--- src/rtl/vrbp_pkg.sv ---
`timescale 1ns / 1ps

package vrbp_pkg;

    // Block geometry
    localparam int BLOCK_BYTES = 512;
    localparam int BUF_BYTES   = 2 * BLOCK_BYTES;
    localparam int CHUNK_BYTES = 32;
    localparam int CHUNK_BITS  = CHUNK_BYTES * 8;
    localparam int ROWS        = BLOCK_BYTES / CHUNK_BYTES;
    localparam int ROW_W       = $clog2(ROWS);
    localparam int OFS_W       = $clog2(CHUNK_BYTES);
    localparam int POS_W       = $clog2(BUF_BYTES);
    localparam int FILL_W      = POS_W + 1;

    // Request codes
    localparam logic [1:0] REQ_DATA = 2'd0;
    localparam logic [1:0] REQ_END  = 2'd1;
    localparam logic [1:0] REQ_LAST = 2'd2;

    // Sequencer states
    typedef enum logic [2:0] {
        ST_IDLE,
        ST_PFX_RD,
        ST_PFX_WR,
        ST_EMIT_RD,
        ST_EMIT_LD
    } state_t;

    // One chunk handed from the sequencer to the output register
    typedef struct packed {
        logic                  load;
        logic [31:0]           block_number;
        logic [3:0]            chunk_index;
        logic [CHUNK_BITS-1:0] bytes;
        logic                  block_done;
        logic                  file_done;
        logic [15:0]           longest_record;
        logic [8:0]            first_free_byte;
        logic                  overflow_seen;
    } emit_t;

endpackage

--- src/rtl/vrbp_seq.sv ---
`timescale 1ns / 1ps

module vrbp_seq (
    input  logic                            clk,
    input  logic                            rst_n,
    input  logic                            in_valid,
    output logic                            in_ready,
    input  logic [1:0]                      req_type,
    input  logic [7:0]                      data_byte,
    output logic [vrbp_pkg::ROW_W-1:0]      ram_addr,
    output logic                            ram_re,
    output logic                            ram_we_lo,
    output logic                            ram_we_hi,
    output logic [vrbp_pkg::CHUNK_BITS-1:0] ram_wdata,
    input  logic [vrbp_pkg::CHUNK_BITS-1:0] rdata_lo,
    input  logic [vrbp_pkg::CHUNK_BITS-1:0] rdata_hi,
    input  logic                            out_free,
    output vrbp_pkg::emit_t                 emit
);

    import vrbp_pkg::*;

    // Replace one byte of a row
    function automatic logic [CHUNK_BITS-1:0] ins_byte(
        input logic [CHUNK_BITS-1:0] row,
        input logic [OFS_W-1:0]      ofs,
        input logic [7:0]            b
    );
        logic [CHUNK_BITS-1:0] mask;
        logic [CHUNK_BITS-1:0] val;
        mask = CHUNK_BITS'(8'hFF) << {ofs, 3'b000};
        val  = CHUNK_BITS'(b) << {ofs, 3'b000};
        return (row & ~mask) | val;
    endfunction

    state_t                state_reg,  state_next;
    logic [FILL_W-1:0]     fill_reg,   fill_next;
    logic [POS_W-1:0]      prefix_reg, prefix_next;
    logic [15:0]           len_reg,    len_next;
    logic [31:0]           blk_reg,    blk_next;
    logic [15:0]           max_reg,    max_next;
    logic [31:0]           total_reg,  total_next;
    logic                  ovf_reg,    ovf_next;
    logic [CHUNK_BITS-1:0] cur_reg,    cur_next;
    logic                  last_reg,   last_next;
    logic [ROW_W-1:0]      k_reg,      k_next;
    logic                  half_reg,   half_next;
    logic                  final_reg,  final_next;
    logic [ROWS-1:0]       vld_lo_reg, vld_lo_next;
    logic [ROWS-1:0]       vld_hi_reg, vld_hi_next;

    logic                  accept;
    logic                  fill_in_buf;
    logic                  pfx_same_row;
    logic                  k_last;
    logic [FILL_W-1:0]     fill_pad;
    logic [FILL_W-1:0]     fill_sh;
    logic [CHUNK_BITS-1:0] lo_data;
    logic [CHUNK_BITS-1:0] hi_data;
    logic [CHUNK_BITS-1:0] pfx_old;
    logic [CHUNK_BITS-1:0] pfx_row;
    logic [CHUNK_BITS-1:0] cur_ins;
    logic [CHUNK_BITS-1:0] cur_tmp;

    // Shared decode
    assign accept       = in_valid && in_ready;
    assign fill_in_buf  = fill_reg < FILL_W'(BUF_BYTES);
    assign pfx_same_row = fill_reg[FILL_W-1:OFS_W] == {1'b0, prefix_reg[POS_W-1:OFS_W]};
    assign k_last       = k_reg == ROW_W'(ROWS - 1);
    assign fill_pad     = fill_reg + FILL_W'(fill_reg[0]);
    assign fill_sh      = fill_reg - FILL_W'(BLOCK_BYTES);

    // Rows never written since the last clear read as zero
    assign lo_data = vld_lo_reg[ram_addr] ? rdata_lo : '0;
    assign hi_data = vld_hi_reg[ram_addr] ? rdata_hi : '0;
    assign pfx_old = prefix_reg[POS_W-1] ? hi_data : lo_data;
    assign pfx_row = ins_byte(ins_byte(pfx_old, prefix_reg[OFS_W-1:0], len_reg[7:0]),
                              {prefix_reg[OFS_W-1:1], 1'b1}, len_reg[15:8]);
    assign cur_ins = ins_byte(cur_reg, fill_reg[OFS_W-1:0], data_byte);

    // Next state
    always_comb
    begin
        state_next = state_reg;
        unique case (state_reg)
            ST_IDLE:
            begin
                if (accept && (req_type == REQ_END || req_type == REQ_LAST))
                begin
                    state_next = ST_PFX_RD;
                end
            end
            ST_PFX_RD:
            begin
                state_next = ST_PFX_WR;
            end
            ST_PFX_WR:
            begin
                if (last_reg || fill_pad >= FILL_W'(BLOCK_BYTES))
                begin
                    state_next = ST_EMIT_RD;
                end
                else
                begin
                    state_next = ST_IDLE;
                end
            end
            ST_EMIT_RD:
            begin
                state_next = ST_EMIT_LD;
            end
            ST_EMIT_LD:
            begin
                if (out_free)
                begin
                    if (!k_last || (last_reg && !half_reg && !final_reg))
                    begin
                        state_next = ST_EMIT_RD;
                    end
                    else
                    begin
                        state_next = ST_IDLE;
                    end
                end
            end
            default:
            begin
                state_next = ST_IDLE;
            end
        endcase
    end

    // Memory port and handshake outputs
    always_comb
    begin
        in_ready  = 1'b0;
        ram_re    = 1'b0;
        ram_we_lo = 1'b0;
        ram_we_hi = 1'b0;
        ram_wdata = cur_ins;
        ram_addr  = fill_reg[POS_W-2:OFS_W];
        emit      = '0;
        unique case (state_reg)
            ST_IDLE:
            begin
                in_ready = 1'b1;
                if (accept && req_type == REQ_DATA && fill_in_buf)
                begin
                    ram_we_lo = !fill_reg[POS_W-1];
                    ram_we_hi = fill_reg[POS_W-1];
                end
            end
            ST_PFX_RD:
            begin
                ram_addr = prefix_reg[POS_W-2:OFS_W];
                ram_re   = 1'b1;
            end
            ST_PFX_WR:
            begin
                ram_addr  = prefix_reg[POS_W-2:OFS_W];
                ram_wdata = pfx_row;
                ram_we_lo = !prefix_reg[POS_W-1];
                ram_we_hi = prefix_reg[POS_W-1];
            end
            ST_EMIT_RD:
            begin
                ram_addr = k_reg;
                ram_re   = 1'b1;
            end
            ST_EMIT_LD:
            begin
                ram_addr  = k_reg;
                ram_wdata = hi_data;
                // Block shift: upper row moves down
                ram_we_lo = out_free && !last_reg;
                emit.load            = out_free;
                emit.block_number    = blk_reg + 32'(half_reg);
                emit.chunk_index     = 4'(k_reg);
                emit.bytes           = half_reg ? hi_data : lo_data;
                emit.block_done      = k_last;
                emit.file_done       = k_last && final_reg;
                emit.longest_record  = (k_last && final_reg) ? max_reg : 16'd0;
                emit.first_free_byte = (k_last && final_reg) ?
                                       9'(total_reg % BLOCK_BYTES) : 9'd0;
                emit.overflow_seen   = ovf_reg;
            end
            default:
            begin
                in_ready = 1'b0;
            end
        endcase
    end

    // Datapath next values
    always_comb
    begin
        fill_next   = fill_reg;
        prefix_next = prefix_reg;
        len_next    = len_reg;
        blk_next    = blk_reg;
        max_next    = max_reg;
        total_next  = total_reg;
        ovf_next    = ovf_reg;
        cur_next    = cur_reg;
        last_next   = last_reg;
        k_next      = k_reg;
        half_next   = half_reg;
        final_next  = final_reg;
        vld_lo_next = vld_lo_reg;
        vld_hi_next = vld_hi_reg;
        cur_tmp     = pfx_same_row ? pfx_row : cur_reg;

        if (ram_we_lo)
        begin
            vld_lo_next[ram_addr] = 1'b1;
        end
        if (ram_we_hi)
        begin
            vld_hi_next[ram_addr] = 1'b1;
        end

        // Pad byte into the next row starts an empty row
        if (fill_reg[0] && (&fill_reg[OFS_W-1:0]))
        begin
            cur_tmp = '0;
        end

        if (state_reg == ST_IDLE && accept)
        begin
            if (req_type == REQ_DATA)
            begin
                if (fill_in_buf)
                begin
                    cur_next  = (&fill_reg[OFS_W-1:0]) ? '0 : cur_ins;
                    fill_next = fill_reg + FILL_W'(1);
                    if (len_reg != 16'hFFFF)
                    begin
                        len_next = len_reg + 16'd1;
                    end
                end
                else
                begin
                    ovf_next = 1'b1;
                end
            end
            last_next = req_type == REQ_LAST;
        end

        // Close the record: prefix, pad, totals
        if (state_reg == ST_PFX_WR)
        begin
            if (len_reg > max_reg)
            begin
                max_next = len_reg;
            end
            total_next = total_reg + 32'(len_reg) + 32'(len_reg[0]) + 32'd2;
            len_next   = 16'd0;
            k_next     = '0;
            half_next  = 1'b0;
            if (last_reg)
            begin
                fill_next  = fill_pad;
                cur_next   = cur_tmp;
                final_next = !(fill_pad > FILL_W'(BLOCK_BYTES));
            end
            else if (fill_pad >= FILL_W'(BLOCK_BYTES))
            begin
                fill_next  = fill_pad;
                cur_next   = cur_tmp;
                final_next = 1'b0;
            end
            else
            begin
                prefix_next = fill_pad[POS_W-1:0];
                fill_next   = fill_pad + FILL_W'(2);
                cur_next    = (fill_pad[OFS_W-1:0] == OFS_W'(CHUNK_BYTES - 2)) ? '0 : cur_tmp;
            end
        end

        // Chunk handed over
        if (state_reg == ST_EMIT_LD && out_free)
        begin
            if (last_reg)
            begin
                if (half_reg)
                begin
                    vld_hi_next[k_reg] = 1'b0;
                end
                else
                begin
                    vld_lo_next[k_reg] = 1'b0;
                end
            end
            else
            begin
                vld_hi_next[k_reg] = 1'b0;
            end

            if (!k_last)
            begin
                k_next = k_reg + ROW_W'(1);
            end
            else if (last_reg && !half_reg && !final_reg)
            begin
                // Spill block follows
                k_next     = '0;
                half_next  = 1'b1;
                final_next = 1'b1;
            end
            else if (last_reg)
            begin
                fill_next   = FILL_W'(2);
                prefix_next = '0;
                len_next    = 16'd0;
                blk_next    = 32'd1;
                max_next    = 16'd0;
                total_next  = 32'd0;
                ovf_next    = 1'b0;
                cur_next    = '0;
                vld_lo_next = '0;
                vld_hi_next = '0;
            end
            else
            begin
                prefix_next = fill_sh[POS_W-1:0];
                fill_next   = fill_sh + FILL_W'(2);
                blk_next    = blk_reg + 32'd1;
                if (fill_sh[OFS_W-1:0] == OFS_W'(CHUNK_BYTES - 2))
                begin
                    cur_next = '0;
                end
            end
        end
    end

    // Control registers
    always_ff @(posedge clk or negedge rst_n)
    begin
        if (!rst_n)
        begin
            state_reg  <= ST_IDLE;
            fill_reg   <= FILL_W'(2);
            prefix_reg <= '0;
            len_reg    <= 16'd0;
            blk_reg    <= 32'd1;
            max_reg    <= 16'd0;
            total_reg  <= 32'd0;
            ovf_reg    <= 1'b0;
            cur_reg    <= '0;
            last_reg   <= 1'b0;
            k_reg      <= '0;
            half_reg   <= 1'b0;
            final_reg  <= 1'b0;
            vld_lo_reg <= '0;
            vld_hi_reg <= '0;
        end
        else
        begin
            state_reg  <= state_next;
            fill_reg   <= fill_next;
            prefix_reg <= prefix_next;
            len_reg    <= len_next;
            blk_reg    <= blk_next;
            max_reg    <= max_next;
            total_reg  <= total_next;
            ovf_reg    <= ovf_next;
            cur_reg    <= cur_next;
            last_reg   <= last_next;
            k_reg      <= k_next;
            half_reg   <= half_next;
            final_reg  <= final_next;
            vld_lo_reg <= vld_lo_next;
            vld_hi_reg <= vld_hi_next;
        end
    end

    // Both halves are never written in the same cycle
    a_one_write: assert property (@(posedge clk) disable iff (!rst_n)
        !(ram_we_lo && ram_we_hi))
        else $error("both buffer halves written at once");

    // Fill point stays inside the buffer
    a_fill_range: assert property (@(posedge clk) disable iff (!rst_n)
        fill_reg <= FILL_W'(BUF_BYTES))
        else $error("fill position past buffer end");

    // Open record always has its prefix slot below the fill point
    a_prefix_order: assert property (@(posedge clk) disable iff (!rst_n)
        state_reg == ST_IDLE |-> (FILL_W'(prefix_reg) + FILL_W'(2) <= fill_reg))
        else $error("prefix slot not below fill position");

    // End of file returns the packer to its starting point
    a_file_reset: assert property (@(posedge clk) disable iff (!rst_n)
        emit.load && emit.file_done |=> (state_reg == ST_IDLE && fill_reg == FILL_W'(2)
                                         && blk_reg == 32'd1))
        else $error("state not restored after last block");

    // Stalled chunk keeps its index
    a_stall_hold: assert property (@(posedge clk) disable iff (!rst_n)
        state_reg == ST_EMIT_LD && !out_free |=> $stable(k_reg))
        else $error("chunk index moved while stalled");

endmodule

--- config.mk ---
export PLATFORM = sky130hd
export DESIGN_NAME = vrbp_seq
export DESIGN_NICKNAME = d
export VERILOG_FILES = /design/src/rtl/vrbp_pkg.sv /design/src/rtl/vrbp_seq.sv
export SDC_FILE = /design/constraint.sdc
export NUM_CORES = 2
export LEC_CHECK = 0
export ABC_AREA = 1
export BUFFER_PORTS_ARGS = -buffer_cell sky130_fd_sc_hd__buf_4
export CORE_AREA = 2 2 436 438
export DETAILED_ROUTE_END_ITERATION = 7
export DIE_AREA = 0 0 438 440
export SLEW_MARGIN = 20
export SYNTH_ARGS = -nofsm -noshare
export SYNTH_HDL_FRONTEND = slang
export SYNTH_SLANG_ARGS = --single-unit
--- constraint.sdc ---
create_clock -name clk -period 7.3 [get_ports clk]
set_input_delay 1.825 -clock clk [delete_from_list [all_inputs] [get_ports clk]]
set_output_delay 1.825 -clock clk [all_outputs]
set_load 0.02 [all_outputs]
Yosys cells after proc, flatten, opt, wreduce, memory -nomap -nowiden
Cells that the tools add are included.

Register bits: 416. Input bits: 526. Output and inout port bits: 585.

Add/sub/neg operators: 12. Order comparisons: 8. Equal/unequal tests: 13. Shifts and indexed selects: 6. Multiplexer cells: 116. Bitwise logic cells: 15. Reduce and logical (&&, ||, !) cells: 31.

Operator list (number): 256-bit 2-to-1 mux (19); 256-bit bitwise AND (3); 256-bit inverter (3); 256-bit bitwise OR (3); 8-bit by 8-bit << shifter with 256-bit output (3); 8-bit by 8-bit << shifter with 256-bit output (first input constant) (3); 256-bit one-hot mux with 2 select lines (1); 16-bit 2-to-1 mux (30); 321-bit 2-to-1 mux (1); 32-bit 2-to-1 mux (6); 11-bit 2-to-1 mux (10); 10-bit 2-to-1 mux (7); 32-bit by 1-bit adder with 32-bit output (2); 32-bit by 1-bit adder with 32-bit output (second input constant) (1); 32-bit by 16-bit adder with 32-bit output (1); 32-bit by 2-bit adder with 32-bit output (second input constant) (1); 16-bit bitwise AND (2); 16-bit bitwise OR (2); 1-bit 2-to-1 mux (25); 11-bit by 2-bit adder with 11-bit output (second input constant) (2); 16-bit by 1-bit adder with 16-bit output (second input constant) (1); 16-bit greater-than comparator (1); 4-bit 2-to-1 mux (4); 16-bit != test (second input constant) (1); 38 further kinds (69).

Logic depth before layout (Yosys ltp)
Word-level depth: 22. Mapped depth: 22. Gate-level depth less buffers: 19.

Worst setup path before layout
OpenSTA, ideal clock, no wires.

Path kind: input to output. Start point: input req_type[0]. End point: output ram_we_hi. Arrival time: 3.182 ns. Required time: 5.475 ns. Setup slack: 2.293 ns. Stages: 10. Cell sequence: inv_1 > ha_1 > inv_1 > nor2_1 > inv_1 > nor2_1 > buf_2 > inv_1 > buf_2 > o22ai_2.

Word-level cells in the longest chain between the ends: 5.

RTL lines: start: declaration (line vrbp_seq.sv:8) `input logic [1:0] req_type,`; 2-bit logical NOT (line vrbp_seq.sv:147) `if (accept && req_type == REQ_DATA && fill_in_buf)`; 1-bit logical AND (2 in series) (line vrbp_seq.sv:147); 1-bit 2-to-1 mux (line vrbp_seq.sv:147); 1-bit one-hot mux with 2 select lines (line vrbp_seq.sv:143) `unique case (state_reg)`; end: declaration (line vrbp_seq.sv:13) `output logic ram_we_hi,`.

No other way between the ends.

Final worst setup path
Start point: register fill_reg[1]. End point: output ram_wdata[81] in the netlist's numbering.

Word-level cells in the longest chain between the ends: 5. Elaborated cells on any way between the ends: 6. Classes of those cells: shift: 2; mux: 1; bitwise: 3.

RTL lines: start: declaration (line vrbp_seq.sv:37) `logic [FILL_W-1:0] fill_reg, fill_next;`; start signal: assignment (line vrbp_seq.sv:360) `fill_reg <= fill_next;`; 8-bit by 8-bit << shifter with 256-bit output (line vrbp_seq.sv:31) `mask = CHUNK_BITS'(8'hFF) << {ofs, 3'b000};`; 256-bit inverter (line vrbp_seq.sv:33) `return (row & ~mask) | val;`; 256-bit bitwise AND (line vrbp_seq.sv:33); 256-bit bitwise OR (*) (line vrbp_seq.sv:33); 256-bit one-hot mux with 2 select lines (*) (line vrbp_seq.sv:143); end: declaration (line vrbp_seq.sv:14) `output logic [vrbp_pkg::CHUNK_BITS-1:0] ram_wdata,`.

Every way passes the cells marked *; elsewhere a longest branch is shown, timed or not.

==> summary.md <==
| Metric | Value |
|---|---|
| Status | `completed` |
| Final setup vio count | `0` |
| Vias in the first global route | `61010` |
| Multi-input gate area | `30850 um^2` |
| Die height | `440 um` |
| Area Overhead vs Synth | `27.84%` |
| Post-synthesis net count | `8797` |
| Synthesized area per cell | `5.582 um^2` |
| Layout cell share with drive strength beyond 1 | `0.1710` |
| Last weighted congestion value of the routability-driven placer | `1.022` |
| Number of fill cells in the layout | `21520` |
| Power Dens Cells | `611.6 nW/um^2` |
| Port bufs | `1110` |
| Number of buffers created by CTS | `59` |
| CTS tree | `done` |
| Non-Filler Instances | `11510` |
| Critical Path RT | `5.48 ns` |
| Place WS | `1.053 ns` |
| Worst slew pin tran | `1.236 ns` |
| WP buf/inv | `3` |
| CP max-delay cell | `dfstp_2` |
| CTS root buf | `clkbuf_16` |
| Worst EP arrival | `5.10 ns` |
| Critical path's largest stage delay | `0.84 ns` |
| Reg clk slew, reported paths | `0.06 ns` |
| Crit path max fanout | `22` |
| Mapped Cells | `8218` |
| Antenna-violating nets left | `0` |
| Clock buffer depth | `3` |
| Yosys top cell by area | `nand2_1` |
| Register area | `9868 um^2` |
| First-pass GRT wire length | `504200 um` |
| Die Wd | `438 um` |
| Num rows | `160` |
| Vias post-DR | `67220` |
| Resize count post-CTS | `0` |
| Total track usage | `0.3688` |
| Primary FF master, synth | `dfrtp_1` |
| Top post-synthesis cells by area | `nand2_1 24%, dfrtp_1 21%, nand3_1 12%, a21oi_1 9.5%, inv_1 5.1%` |
| Largest net degree at the start of global routing | `151` |
| DIE AREA | `192700 um^2` |
| I/O pin cnt | `1111` |
| Sequential-to-total area share from yosys stat | `0.2144` |
| Leakage | `0.02723 uW` |
| Peak supply drop | `0.5873 mV` |
| DR iter-0 viols | `9641` |
| Setup Total Neg Slack | `0 ns` |
| Min Tclk post-route | `6.923 ns` |
| Fin. max-slew vios | `0` |
| Max-Cap Viols | `0` |
| Setup CP Type | `flip-flop to output port` |
| Async SR Flop Fraction | `1.000` |
| Critical Path End Type | `output port` |
| Pre-antenna DRT Iters | `8` |
| Overflow after GRT | `0` |
| Count of cell types in the netlist | `57` |
| WL per Instance | `32.72 um` |
| Clock Latency Late Sink | `0.72 ns` |
| Setup ws final | `0.3773 ns` |
| Clock sink count | `393` |
| Initial Utilization | `0.2433` |
| Placed Instances | `11360` |
| # DRC | `0` |
| CORE AREA | `188600 um^2` |
| Min-Delay Path Class | `flip-flop to flip-flop` |
| Detailed-route vias per instance | `5.841` |
| Max_slew headroom | `0.1698` |
| RSZ-0062 raised after global routing | `no` |
| Synth top area share | `0.2356` |
| Crit path launch type | `flip-flop` |
| DP Wirelength | `276900 um` |
| Post CTS Setup Buffer Count | `0` |
| CP top delay family | `simple AND/OR/NAND/NOR gates` |
| Post-synth design cell area | `45880 um^2` |
| Max reg flops | `256` |
| EDFF count, synth | `0` |
| Post-cts hold buffer count | `0` |
| Final net count | `9486` |
| Final WL | `376600 um` |
| Fmax | `144.5 MHz` |
| Critical path, cell by cell | `clkinv_1, nor2_1, inv_1, nor2_1, nand2_1, o22ai_1, nand2_1, o211ai_1, buf_4` |
| Fin. Hold Viols | `0` |
| Synth Warn # | `0` |
| Synth Register Bits | `393` |
| Final period util | `0.9483` |
| H-tree lvl count | `2` |
| Setup Skew | `0.05829 ns` |
| Initial antenna violation count | `63` |
-- final timing paths --
path,start,to,slack (ns),cells past startpoint
min in group asynchronous,rst_n,blk_reg[6],1.07,1
max,fill_reg[1],ram_wdata[81],0.38,9
max in group asynchronous,rst_n,cur_reg[86],4.79,2
max reg2reg,fill_reg[4],cur_reg[212],2.15,14
min,blk_reg[23],blk_reg[23],0.49,1
min reg2reg,blk_reg[23],blk_reg[23],0.49,1
-- layout by cell type (no fill, tap or decap), drive strengths merged, types with 70 or more instances in the layout --
master / Yosys / routed
o22ai: 271 / 271
nor3: 92 / 92
nand4: 70 / 70
a21oi: 868 / 868
nor2: 318 / 318
o21ai: 408 / 408
nand3: 1164 / 1164
o211ai: 234 / 234
inv: 641 / 643
dfrtp: 391 / 391
nand2: 2891 / 2891
buf: 242 / 1291
clkbuf: 421 / 91
-- cell usage after synthesis (all sizes together) (70+ instances only) --
library cell and instances:
clkbuf 421, nand2 2891, buf 242, dfrtp 391
o21ai 408, o211ai 234, nor3 92, a21oi 868
nor2 318, inv 641, nand4 70, o22ai 271
nand3 1164
-- area by class of cell --
cell class                      count  share of cell area
Sequential cell                   393              0.1683
Clock buffer                       91             0.02997
Clock inverter                     18            0.005312
Inverter                          664             0.04352
Timing Repair Buffer             1291              0.1716
Antenna cell                       43            0.001835
Multi-Input combinational cell   6498              0.5260
Tap cell                         2511             0.05357
-- per-stage QoR --
stage	power, uW	hold WS (ns)	util	cell area (um^2)
4_1_cts	35000	0.4952	0.3104	58530
3_3_place_gp	31620	0.4804	0.2991	56410
2_1_floorplan	20120	0.4554	-	45880
3_5_place_dp	31680	0.4889	0.2994	56460
6_report	35870	0.4911	0.3110	58650
5_1_grt	37500	0.5140	0.3107	58580
-- kinds of logic after synthesis --
family,synth area share
AO/OA/AOI/OAI,0.2293
XOR/XNOR,0.005155
adder cells (fa/ha/maj),0.01446
buffers and inverters,0.1179
flip-flops,0.2144
AND/OR/NAND/NOR,0.4187
-- where the power goes --
part | total (uW) | switching [uW] | internal, uW
combinational | 29300 | 21700 | 7520
clock | 3230 | 1310 | 1930
sequential | 3390 | 493 | 2900
total | 35900 | 23500 | 12300
-- worst reg2reg max path: cells and delay by family (launching register included) --
| kind | cells | cell delay [ns] |
|---|---|---|
| buffers and inverters | 4 | 1.49 |
| flip-flops | 1 | 0.45 |
| adder cells (fa/ha/maj) | 1 | 0.39 |
| AND/OR/NAND/NOR | 7 | 1.96 |
| AO/OA/AOI/OAI | 2 | 0.74 |
-- layer usage --
metal | track usage | vias up | routed length (um) | share of wire
li1 | - | 28910 | - | -
met3 | 0.09707 | 1034 | 40050 | 0.11
met1 | 0.4699 | 32560 | 148000 | 0.39
met4 | 0.2617 | 24 | 32540 | 0.086
met5 | 0 | - | 191 | 0.00051
met2 | 0.5376 | 4702 | 155800 | 0.41
Note: power is estimated with default switching activity, not from simulation.
